<file path="config.mk">
export PLATFORM = sky130hd
export DESIGN_NAME = base64_stream_encoder
export DESIGN_NICKNAME = d
export VERILOG_FILES = /design/src/hdl/b64e_pkg.sv /design/src/hdl/b64e_front.sv /design/src/hdl/b64e_queue.sv /design/src/hdl/b64e_back.sv /design/src/hdl/base64_stream_encoder.sv
export SDC_FILE = /design/constraint.sdc
export NUM_CORES = 1
export LEC_CHECK = 0
export BUFFER_PORTS_ARGS = -buffer_cell sky130_fd_sc_hd__buf_2
export CAP_MARGIN = 0
export CORE_MARGIN = 3
export CORE_UTILIZATION = 36
export CTS_CLUSTER_DIAMETER = 30
export DETAILED_ROUTE_END_ITERATION = 10
export SYNTH_ARGS = -nofsm -noshare
export SYNTH_HDL_FRONTEND = slang
export SYNTH_SLANG_ARGS = --single-unit
export TNS_END_PERCENT = 30
</file>
<file path="constraint.sdc">
create_clock -name clk -period 2.8 [get_ports clk]
set_clock_uncertainty 0.1 [all_clocks]
set_input_delay 0.42 -clock clk [delete_from_list [all_inputs] [get_ports clk]]
set_output_delay 0.42 -clock clk [all_outputs]
set_load 0.02 [all_outputs]
</file>
<file path="src/hdl/b64e_pkg.sv">
package b64e_pkg;

  localparam logic [7:0] PAD_CHAR = 8'h3D;
  localparam logic [5:0] SIX_MASK = 6'h3F;
  localparam int QUEUE_DEPTH = 2;

  typedef enum logic [1:0] {
    PHASE_0 = 2'd0,
    PHASE_1 = 2'd1,
    PHASE_2 = 2'd2
  } phase_t;

  typedef struct packed {
    logic [7:0] data_byte;
    logic       is_final;
  } byte_req_t;

  typedef struct packed {
    logic [7:0] char_code;
    logic       run_end;
    logic       message_end;
  } char_req_t;

  typedef struct packed {
    logic [3:0][7:0] chars;
    logic [1:0]      last;
    logic            ends_message;
  } job_t;

  function automatic logic [7:0] sextet_char(input logic [5:0] v);
    logic [7:0] w;
    w = {2'b00, v & SIX_MASK};
    if (w < 8'd26) begin
      return w + 8'd65;
    end else if (w < 8'd52) begin
      return w + 8'd71;
    end else if (w < 8'd62) begin
      return w - 8'd4;
    end else if (w == 8'd62) begin
      return 8'd43;
    end else begin
      return 8'd47;
    end
  endfunction

endpackage

</file>
<file path="src/hdl/b64e_front.sv">
module b64e_front
  import b64e_pkg::*;
(
  input  logic      clk,
  input  logic      rst,
  input  logic      byte_valid,
  output logic      byte_ready,
  input  byte_req_t byte_req,
  input  logic      queue_full,
  output logic      push,
  output job_t      job
);

  phase_t     phase, phase_next;
  logic [3:0] leftover, leftover_next;

  assign byte_ready = !queue_full;
  assign push       = byte_valid && !queue_full;

  always_comb begin
    logic [7:0] b;
    logic       fin;
    b             = byte_req.data_byte;
    fin           = byte_req.is_final;
    job.chars     = {PAD_CHAR, PAD_CHAR, PAD_CHAR, PAD_CHAR};
    job.ends_message = fin;
    phase_next    = phase;
    leftover_next = leftover;
    case (phase)
      PHASE_1: begin
        job.chars[0]  = sextet_char({leftover[1:0], b[7:4]});
        job.chars[1]  = sextet_char({b[3:0], 2'b00});
        job.last      = fin ? 2'd2 : 2'd0;
        phase_next    = fin ? PHASE_0 : PHASE_2;
        leftover_next = fin ? 4'd0 : b[3:0];
      end
      PHASE_2: begin
        job.chars[0]  = sextet_char({leftover, b[7:6]});
        job.chars[1]  = sextet_char(b[5:0]);
        job.last      = 2'd1;
        phase_next    = PHASE_0;
        leftover_next = 4'd0;
      end
      default: begin
        job.chars[0]  = sextet_char(b[7:2]);
        job.chars[1]  = sextet_char({b[1:0], 4'b0000});
        job.last      = fin ? 2'd3 : 2'd0;
        phase_next    = fin ? PHASE_0 : PHASE_1;
        leftover_next = fin ? 4'd0 : {2'b00, b[1:0]};
      end
    endcase
  end

  always_ff @(posedge clk) begin
    if (rst) begin
      phase    <= PHASE_0;
      leftover <= 4'd0;
    end else if (push) begin
      phase    <= phase_next;
      leftover <= leftover_next;
    end
  end

endmodule

</file>
<file path="src/hdl/b64e_queue.sv">
module b64e_queue
  import b64e_pkg::*;
(
  input  logic clk,
  input  logic rst,
  input  logic push,
  input  job_t push_job,
  input  logic pop,
  output logic full,
  output logic head_valid,
  output job_t head_job
);

  localparam int PtrW = $clog2(QUEUE_DEPTH);

  job_t                   slots [QUEUE_DEPTH];
  logic [PtrW-1:0]        wr_ptr;
  logic [PtrW-1:0]        rd_ptr;
  logic [$clog2(QUEUE_DEPTH+1)-1:0] count;

  assign full       = count == ($clog2(QUEUE_DEPTH+1))'(QUEUE_DEPTH);
  assign head_valid = count != '0;
  assign head_job   = slots[rd_ptr];

  always_ff @(posedge clk) begin
    if (push) begin
      slots[wr_ptr] <= push_job;
    end
  end

  always_ff @(posedge clk) begin
    if (rst) begin
      wr_ptr <= '0;
      rd_ptr <= '0;
      count  <= '0;
    end else begin
      if (push) begin
        wr_ptr <= (wr_ptr == PtrW'(QUEUE_DEPTH - 1)) ? '0 : wr_ptr + 1'b1;
      end
      if (pop) begin
        rd_ptr <= (rd_ptr == PtrW'(QUEUE_DEPTH - 1)) ? '0 : rd_ptr + 1'b1;
      end
      case ({push, pop})
        2'b10:   count <= count + 1'b1;
        2'b01:   count <= count - 1'b1;
        default: count <= count;
      endcase
    end
  end

`ifndef SYNTHESIS
  a_no_overfill: assert property (@(posedge clk) disable iff (rst)
    !(push && full)) else $error("push into full queue");
  a_no_underrun: assert property (@(posedge clk) disable iff (rst)
    !(pop && !head_valid)) else $error("pop from empty queue");
  a_count_bound: assert property (@(posedge clk) disable iff (rst)
    count <= ($clog2(QUEUE_DEPTH+1))'(QUEUE_DEPTH)) else $error("queue count out of range");
  a_count_track: assert property (@(posedge clk) disable iff (rst)
    (push && !pop) |=> count == $past(count) + 1'b1) else $error("count missed a push");
`endif

endmodule

</file>
<file path="src/hdl/b64e_back.sv">
module b64e_back
  import b64e_pkg::*;
(
  input  logic      clk,
  input  logic      rst,
  input  logic      head_valid,
  input  job_t      head_job,
  output logic      pop,
  output logic      char_valid,
  input  logic      char_ready,
  output char_req_t char_req
);

  logic [1:0] idx;
  logic       load;
  logic       at_last;

  assign load    = head_valid && (!char_valid || char_ready);
  assign at_last = idx == head_job.last;
  assign pop     = load && at_last;

  always_ff @(posedge clk) begin
    if (rst) begin
      idx        <= 2'd0;
      char_valid <= 1'b0;
    end else begin
      if (load) begin
        char_valid <= 1'b1;
        idx        <= at_last ? 2'd0 : idx + 2'd1;
      end else if (char_ready) begin
        char_valid <= 1'b0;
      end
    end
  end

  always_ff @(posedge clk) begin
    if (load) begin
      char_req.char_code   <= head_job.chars[idx];
      char_req.run_end     <= at_last;
      char_req.message_end <= at_last && head_job.ends_message;
    end
  end

`ifndef SYNTHESIS
  a_idx_bound: assert property (@(posedge clk) disable iff (rst)
    head_valid |-> idx <= head_job.last) else $error("index past end of job");
  a_idx_rest: assert property (@(posedge clk) disable iff (rst)
    !head_valid |-> idx == 2'd0) else $error("index not at rest when idle");
  a_msg_end: assert property (@(posedge clk) disable iff (rst)
    (char_valid && char_req.message_end) |-> char_req.run_end)
    else $error("message end without run end");
`endif

endmodule

</file>
<file path="src/hdl/base64_stream_encoder.sv">
// channel | handshake              | payload
// byte    | byte_valid, byte_ready | byte_req  (data_byte, is_final)
// char    | char_valid, char_ready | char_req  (char_code, run_end, message_end)
//
// One byte is taken per cycle while the two-entry job queue has room.
// The back end sends one character per cycle while char_ready is high, so a byte yields one to four
// characters at the output (four characters for every three bytes on a long stream).
// The first character of a byte passes through the job queue slot, then the back end's output register.
// Reset is synchronous and clears phase, queue and output valid.
// A stall on char_ready backs up into the queue, then drops byte_ready.
module base64_stream_encoder
  import b64e_pkg::*;
(
  input  logic      clk,
  input  logic      rst,
  input  logic      byte_valid,
  output logic      byte_ready,
  input  byte_req_t byte_req,
  output logic      char_valid,
  input  logic      char_ready,
  output char_req_t char_req
);

  logic push;
  logic pop;
  logic queue_full;
  logic head_valid;
  job_t push_job;
  job_t head_job;

  b64e_front u_front (
    .clk        (clk),
    .rst        (rst),
    .byte_valid (byte_valid),
    .byte_ready (byte_ready),
    .byte_req   (byte_req),
    .queue_full (queue_full),
    .push       (push),
    .job        (push_job)
  );

  b64e_queue u_queue (
    .clk        (clk),
    .rst        (rst),
    .push       (push),
    .push_job   (push_job),
    .pop        (pop),
    .full       (queue_full),
    .head_valid (head_valid),
    .head_job   (head_job)
  );

  b64e_back u_back (
    .clk        (clk),
    .rst        (rst),
    .head_valid (head_valid),
    .head_job   (head_job),
    .pop        (pop),
    .char_valid (char_valid),
    .char_ready (char_ready),
    .char_req   (char_req)
  );

endmodule
</file>
Yosys cells after proc, flatten, opt, wreduce, memory -nomap -nowiden
Memory sizes are Yosys's and may differ from the RTL's. A register that Yosys moved wholly into a read port is not among the register bits.
Index checks and enable logic that the tools add are counted.

word-level totals
  register bits = 23
  memory bits (writable) = 38
  bits of input ports = 13
  output and inout port bits = 12
  memories kept = 1

memory list
  name           words  bits a word  rd ports  clocked after Yosys merged registers in  write ports  RTL line          text
  u_queue.slots  2      19           1         1                                        1            b64e_queue.sv:16  job_t slots [QUEUE_DEPTH];

cells by class
  add/subtract/negate cells = 23
  $lt $le $gt $ge = 19
  equal/unequal tests = 10
  multiplexer cells = 43
  reduce and logical (&&, ||, !) cells = 10

operator list
  operator                                                                      count
  8-bit 2-to-1 mux                                                              19
  6-bit by 7-bit adder with 8-bit output, second input constant                 12
  6-bit less-than comparator, second input constant                             12
  6-bit by 3-bit subtractor with 7-bit output, second input constant            6
  6-bit by 5-bit less-than comparator with 1-bit output, second input constant  6
  18-bit case mux with 2 select lines                                           1
  6-bit equality test, second input constant                                    4
  8-bit binary-select mux with 2-bit select                                     1
  3-bit 2-to-1 mux                                                              4
  2-bit 2-to-1 mux                                                              5
  1-bit 2-to-1 mux                                                              9
  2-bit case mux with 2 select lines                                            2
  4-bit case mux with 2 select lines                                            1
  2-bit equality test, second input constant                                    3
  2-bit nonzero test                                                            3
  2-bit by 1-bit adder with 2-bit output, second input constant                 2
  2-bit by 1-bit equality test with 1-bit output, second input constant         2
  1-bit logical AND                                                             4
  4-bit 2-to-1 mux                                                              1
  2-bit by 3-bit less-than comparator with 1-bit output, second input constant  1
  1-bit adder, second input constant                                            2
  2-bit equality test                                                           1
  1-bit logical NOT                                                             2
  2-bit by 1-bit subtractor with 2-bit output, second input constant            1
  1-bit logical OR                                                              1

Logic depth before layout (Yosys ltp)
Gate-level depths: netlist of run 1.

  depth in word-level cells = 6
  mapped depth = 9

Cells and area by module
A second synthesis of run 1 with hierarchy kept.

unflattened totals
  cell total of the unflattened synthesis = 528
  area, all modules = 5,709.2 um^2

modules (own cells, without submodules)
  module      instances  cells each  area an instance (um^2)  seq. area each (um^2)
  b64e_queue  1          131         2,731.4                  2,202.1
  b64e_front  1          354         2,270.9                  120.1
  b64e_back   1          43          706.9                    360.3

Worst setup path before layout of run 1
Ideal clock, no wire load.

  kind = input to register
  start point = input byte_req[5] in the netlist's numbering
  end point = memory u_queue.slots[0][5] in the netlist's numbering (data pin)
  arrival time = 2.107 ns
  path slack = 0.334 ns
  cell stages on the path = 9
  buffers on the path = 2
  cells stage by stage = buf_2 > inv_2 > ha_1 > nor2b_1 > buf_6 > mux2_4 > a2111oi_4 > o22ai_1 > a31o_1

RTL lines
  item         RTL line                     text
  from (decl)  base64_stream_encoder.sv:18  input byte_req_t byte_req,
  to (decl)    b64e_queue.sv:16

==> results of run 1 <==
[layer usage]
layer	up-vias	GRT usage	wire length (µm)	part of all wire
met1	1720	0.2382	4972	0.44
met2	129	0.2882	5272	0.47
li1	1735	-	-	-
met4	0	0.08294	330	0.030
met3	31	0.02947	610	0.055
met5	-	0	0	0
[cell type report]
cell class / count / share of cell area
multi-input cells: 328 / 0.4671
flip-flops and latches: 62 / 0.3480
repair buffers: 60 / 0.07891
clock buffers: 9 / 0.04552
well taps: 143 / 0.03617
inverters: 21 / 0.01593
clock inverters: 7 / 0.008346
[how the worst max path moves through the flow]
stage | start | end | slack [ns] | depth (start not counted)
after floorplan | byte_req[5] | u_queue.slots[0][5] | 0.33 | 9
after global placement | byte_req[4] | u_queue.slots[1][15] | 0.24 | 8
after detailed placement | byte_req[4] | u_queue.slots[1][15] | 0.18 | 8
after CTS | u_front.leftover[0] | u_queue.slots[0][6] | 0.39 | 7
after global routing | register | u_queue.count[1] | 0.20 | 7
final | u_front.leftover[1] | u_queue.slots[1][7] | 0.37 | 6
[cell families (layout without fill, tap and decap cells)]
logic type,after synthesis,in the layout,share of synthesized area
flip-flops,62,62,0.4029
XOR/XNOR,17,17,0.03485
AND/OR/NAND/NOR,147,147,0.1757
AO/OA/AOI/OAI,124,124,0.1977
adder cells (fa/ha/maj),22,22,0.06442
multiplexers,18,18,0.06823
buffers and inverters,55,97,0.05622
[state kept, by name (all words and copies together), names as in the netlist, named ones only]
signal / cells
u_queue.wr_ptr: 1
u_back.char_valid: 1
u_front.leftover: 4
u_queue.count: 2
u_queue.slots: 38
u_back.idx: 2
u_back.char_req: 10
u_queue.rd_ptr: 1
u_front.phase: 2
[cells in the final DEF (no fill, tap or decap), types with 9 or more instances in the layout]
cell | synthesis | layout
nand3_1 | 17 | 17
edfxtp_1 | 48 | 48
nor2b_1 | 12 | 12
dfxtp_1 | 14 | 14
inv_1 | 19 | 19
nor2_1 | 33 | 33
nand2b_1 | 10 | 10
nand2_1 | 29 | 29
ha_1 | 22 | 22
a21oi_1 | 31 | 31
xnor2_1 | 13 | 13
nor3_1 | 16 | 16
o21ai_0 | 22 | 22
buf_4 | 1 | 36
buf_2 | 17 | 24
clkbuf_16 | 0 | 9
a31oi_1 | 9 | 9
[report_power, final]
group	internal (mW)	switching [mW]
logic	0.488	0.661
clock network	0.588	0.376
registers	1.28	0.0981
total	2.36	1.13
[worst register-to-register path, delay by kind of cell (launching register included)]
| family | cells | cell delay (ns) |
|---|---|---|
| compound gates | 3 | 0.81 |
| fa+ha+maj | 1 | 0.27 |
| buf+inv | 1 | 0.19 |
| flops | 1 | 0.49 |
| simple gates | 1 | 0.32 |
[per-stage QoR]
step / setup slack (ns) / hold slack (ns) / util / cells / total power, mW
2_1_floorplan: 0.3345 / 0.3725 / - / 445 / 2.212
3_3_place_gp: 0.2419 / 0.3745 / 0.4065 / 614 / 2.534
4_1_cts: 0.3905 / 0.2621 / 0.4296 / 630 / 3.534
5_1_grt: 0.2030 / 0.2724 / 0.4296 / 630 / 3.722
6_report: 0.3672 / 0.2753 / 0.4296 / 630 / 3.493
3_5_place_dp: 0.1768 / 0.3926 / 0.4065 / 614 / 2.561
==> flow_metrics.env, run 1 <==
export IMPL_cts_tree="done"
export IMPL_crit_required_ns=2.78
export IMPL_pin_count=25
export IMPL_critPathMaxFanout=9
export IMPL_crit_type="reg2reg"
export IMPL_r2r_start="u_front.leftover[1]"
export IMPL_slowest_stage="dfxtp_1"
export IMPL_cts_buffers=9
export IMPL_synth_area_leader_cell="edfxtp_1"
export IMPL_yosys_register_bits=62
export IMPL_max_slew_margin_rel=0.5786
export IMPL_ys_async_sr_fraction=0
export IMPL_hpwlAfterDp_mm=8.453
export IMPL_synth_warnings=0
export IMPL_fp_dieW_um=114.9
export IMPL_fin_crit_ns=2.433
export IMPL_cellPowerDensity_mw_per_mm2=706.0
export IMPL_numPortBuffers=24
export IMPL_synth_area_leaders="edfxtp_1, dfxtp_1, ha_1"
export IMPL_fin_crit_sh=0.8689
export IMPL_setup_viol=0
export IMPL_hp_start="byte_req[0]"
export IMPL_grt_pass1_wl_mm=18.85
export IMPL_grt_pass1_vias=3602
export IMPL_clock_sinks=62
export IMPL_crit_arrival_ns=2.41
export IMPL_layout_nets=517
export IMPL_num_rows=39
export IMPL_holdPathEnd="u_queue.slots[0][0]"
export IMPL_ant_nets=0
export IMPL_cap_violations=0
export IMPL_grtUsageTotal=0.1797
export IMPL_slew_viol_final=0
export IMPL_overflow=0
export IMPL_syn_inst=445
export IMPL_diodes=0
export IMPL_globalplace_congestion=0.9489
export IMPL_start_util=0.3710
export IMPL_synth_most_common_cell="edfxtp_1"
export IMPL_drive_above_1_share=0.2115
export IMPL_start_kind="register"
export IMPL_cts_buffer_depth=2
export IMPL_core_mm2=0.01152
export IMPL_avgViaCountPerCell=5.738
export IMPL_critPathTopFamily="compound AO/OA/AOI/OAI gates"
export IMPL_cts_clk_slew_worst_paths_ns=0.05
export IMPL_die_area_mm2=0.01321
export IMPL_p_leak_nw=1.830
export IMPL_yosysUniqueCellTypes=69
export IMPL_yosys_top_cells_count="edfxtp_1, nor2_1, a21oi_1"
export IMPL_syn_to_final_growth_pct=15.78
export IMPL_fin_area_mm2=0.004947
export IMPL_path_cells="inv_1 -> ha_1 -> a21oi_1 -> and2_1 -> o2111ai_1 -> a41oi_1"
export IMPL_seq_area_frac_synth=0.4029
export IMPL_synth_top_area_frac=0.3373
export IMPL_place_area_mm2=0.004681
export IMPL_post_cts_buffers=0
export IMPL_drc_errors=0
export IMPL_grt_max_degree=21
export IMPL_via_count=3615
export IMPL_htreeDepth=3
export IMPL_nFillCells=1156
export IMPL_rsz0062_at_grt="false"
export IMPL_r2r_end="u_queue.slots[1][7]"
export IMPL_max_vdd_ir_drop_uv=321.9
export IMPL_root_buffer="clkbuf_16"
export IMPL_cts_resized=0
export IMPL_synth_edf_count=48
export IMPL_max_slew_worst_pin_slew_ns=0.6272
export IMPL_register_area_mm2=0.001722
export IMPL_antenna_found_initial=0
export IMPL_wl_mm=11.19
export IMPL_path_buf_inv=1
export IMPL_endpoint_kind="register"
export IMPL_hold_class="in2reg"
export IMPL_first_pass_iters=5
export IMPL_multi_input_area_mm2=0.002311
export IMPL_min_path_cells=1
export IMPL_cp_slowest_stage_delay_ns=0.49
export IMPL_ff2ff_setup_slack_ns=0.37
export IMPL_reg2reg_depth=6
export IMPL_syn_area_per_cell_um2=9.602
export IMPL_die_y_um=114.9
export IMPL_wl_per_cell_um=17.76
export IMPL_hold_viol=0
export IMPL_cts_hold_fix_buffers=0
export IMPL_fmax_mhz=411.0
export IMPL_drtIter0Drc=287
export IMPL_ys_flop_type="edfxtp_1"
export IMPL_setup_tns_ns=0
export IMPL_outcome="finished, final reports clean"
export IMPL_insertion_delay_ns=0.33
export IMPL_netlist_area_mm2=0.004273
export IMPL_synth_fp_nets=480
Power figures use the tool's default switching activity.
==> run 2, diff against run 1 <==
Settings changed: CELL_PAD_IN_SITES_DETAIL_PLACEMENT from default to 1, CELL_PAD_IN_SITES_GLOBAL_PLACEMENT from default to 1, CORE_MARGIN 3 to 2, PLACE_DENSITY_LB_ADDON from default to 0.1.
==> flow_metrics.env, run 2 (synthesis gave the netlist of run 1 again) <==
export IMPL_hold_class="in2reg"
export IMPL_cp_endpoint="u_queue.slots[0][3]"
export IMPL_htreeDepth=3
export IMPL_critPathMaxFanout=9
export IMPL_fin_crit_ns=2.577
export IMPL_globalplace_congestion=0.9001
export IMPL_path_cells="inv_1 -> ha_1 -> a21oi_1 -> and2_1 -> o21ai_0 -> o311ai_0 -> a21oi_1"
export IMPL_syn_to_final_growth_pct=16.75
export IMPL_first_pass_iters=9
export IMPL_pin_count=25
export IMPL_cp_slowest_stage_delay_ns=0.55
export IMPL_cts_tree="done"
export IMPL_endpoint_kind="register"
export IMPL_start_util=0.3710
export IMPL_numPortBuffers=24
export IMPL_ant_nets=0
export IMPL_die_area_mm2=0.01276
export IMPL_reg2reg_depth=7
export IMPL_cts_clk_slew_worst_paths_ns=0.05
export IMPL_drtIter0Drc=260
export IMPL_max_slew_margin_rel=0.5108
export IMPL_mostFrequentLayoutCell="edfxtp_1"
export IMPL_post_cts_buffers=0
export IMPL_setup_tns_ns=0
export IMPL_cp_common_cell="a21oi_1"
export IMPL_ff2ff_setup_slack_ns=0.22
export IMPL_slowest_stage="dfxtp_1"
export IMPL_via_count=3665
export IMPL_largest_register_ffs=38
export IMPL_cts_buffer_depth=2
export IMPL_crit_type="reg2reg"
export IMPL_start_kind="register"
export IMPL_root_buffer="clkbuf_16"
export IMPL_grt_max_degree=20
export IMPL_cts_buffers=9
export IMPL_grtUsageTotal=0.2072
export IMPL_nFillCells=1303
export IMPL_crit_arrival_ns=2.51
export IMPL_grt_pass1_vias=3789
export IMPL_r2r_start="u_front.leftover[1]"
export IMPL_antenna_found_initial=0
export IMPL_cap_violations=0
export IMPL_cellPowerDensity_mw_per_mm2=749.1
export IMPL_fmax_mhz=388.0
export IMPL_fin_crit_sh=0.9205
export IMPL_layout_nets=515
export IMPL_rsz0062_at_grt="false"
export IMPL_setup_viol=0
export IMPL_worstSetupStartpoint="u_front.leftover[1]"
export IMPL_dp_cells=612
export IMPL_slew_viol_final=0
export IMPL_max_vdd_ir_drop_uv=292.5
export IMPL_r2r_end="u_queue.slots[0][3]"
export IMPL_mostFrequentLayoutCells="edfxtp_1, buf_4, nor2_1"
export IMPL_hold_viol=0
export IMPL_hpwlAfterDp_mm=9.758
export IMPL_fp_dieW_um=112.9
export IMPL_wl_mm=12.72
export IMPL_diodes=0
export IMPL_cts_hold_fix_buffers=0
export IMPL_final_cells=628
export IMPL_drive_above_1_share=0.2103
export IMPL_grt_pass1_wl_mm=20.41
export IMPL_hp_start="char_ready"
export IMPL_violations="DRC"
export IMPL_drc_errors=1
export IMPL_p_leak_nw=1.849
export IMPL_avgViaCountPerCell=5.836
export IMPL_insertion_delay_ns=0.34
export IMPL_top_regs="u_queue.slots: 38 flops, u_back.char_req: 10 flops, u_front.leftover: 4 flops"
export IMPL_wl_per_cell_um=20.26
export IMPL_clock_sinks=62
export IMPL_core_mm2=0.01152
export IMPL_overflow=0
export IMPL_die_y_um=112.9
export IMPL_crit_required_ns=2.73
export IMPL_num_rows=39
export IMPL_max_slew_worst_pin_slew_ns=0.7337
export IMPL_cts_resized=0
export IMPL_outcome="finished with violations"
export IMPL_regMostFlops="u_queue.slots"
## run 2: changes by cell type in the layout (fill, tap and decap cells not counted), sizes merged
| cell | delta |
|---|---|
| buf | -2 |
| bufinv | +2 |
| clkinv | -2 |
| clkinvlp | -1 |
| inv | +1 |
## run 2: cell type report
| class | count | area [µm²] | share of cell area |
|---|---|---|---|
| clock inverters | 7 | 97.59 | 0.01956 |
| well taps | 143 | 178.9 | 0.03587 |
| repair buffers | 58 | 375.4 | 0.07524 |
| flip-flops and latches | 62 | 1722 | 0.3451 |
| multi-input cells | 328 | 2311 | 0.4633 |
| inverters | 21 | 78.83 | 0.01580 |
| clock buffers | 9 | 225.2 | 0.04515 |
## run 2: how the worst min path moves through the flow
stage,end,cells past startpoint
after detailed placement,u_back.char_valid,2
after floorplan,register,2
after CTS,u_back.char_valid,3
after global placement,u_back.char_valid,2
after global routing,u_queue.slots[1][0],1
final,u_back.char_valid,3
## run 2: routing by layer
layer / wire, µm / global-route usage / share of wire / up-vias
li1: - / - / - / 1731
met1: 5707 / 0.2730 / 0.45 / 1813
met2: 6240 / 0.3510 / 0.49 / 109
met3: 563 / 0.03053 / 0.044 / 12
met4: 211 / 0.06992 / 0.017 / 0
met5: 0 / 0 / 0 / -
## run 2: metrics by stage
step	total power, mW	hold slack, ns	setup WS [ns]	utilization	area, µm²
floorplan	2.212	0.3725	0.3345	-	4273
global placement	2.544	0.3723	0.1757	0.4052	4666
detailed placement	2.576	0.3916	0.1039	0.4052	4666
CTS	3.782	0.2645	0.2284	0.4332	4989
global route	3.939	0.2743	0.02791	0.4332	4989
finish	3.737	0.2729	0.2226	0.4332	4989
## run 2: power by group
group / internal [mW] / leakage (nW) / switching (mW) / total (mW)
clock network: 0.780 / 0.152 / 0.406 / 1.19
logic: 0.485 / 1.14 / 0.694 / 1.18
registers: 1.28 / 0.561 / 0.0902 / 1.37
total: 2.55 / 1.85 / 1.19 / 3.74
## run 2: worst max-delay path: cells and delay by family, from the launching register on
kind	cells	cell delay [ns]
AO/OA/AOI/OAI	4	0.73
adder cells (fa/ha/maj)	1	0.30
buffers and inverters	1	0.22
flip-flops	1	0.55
AND/OR/NAND/NOR	1	0.36
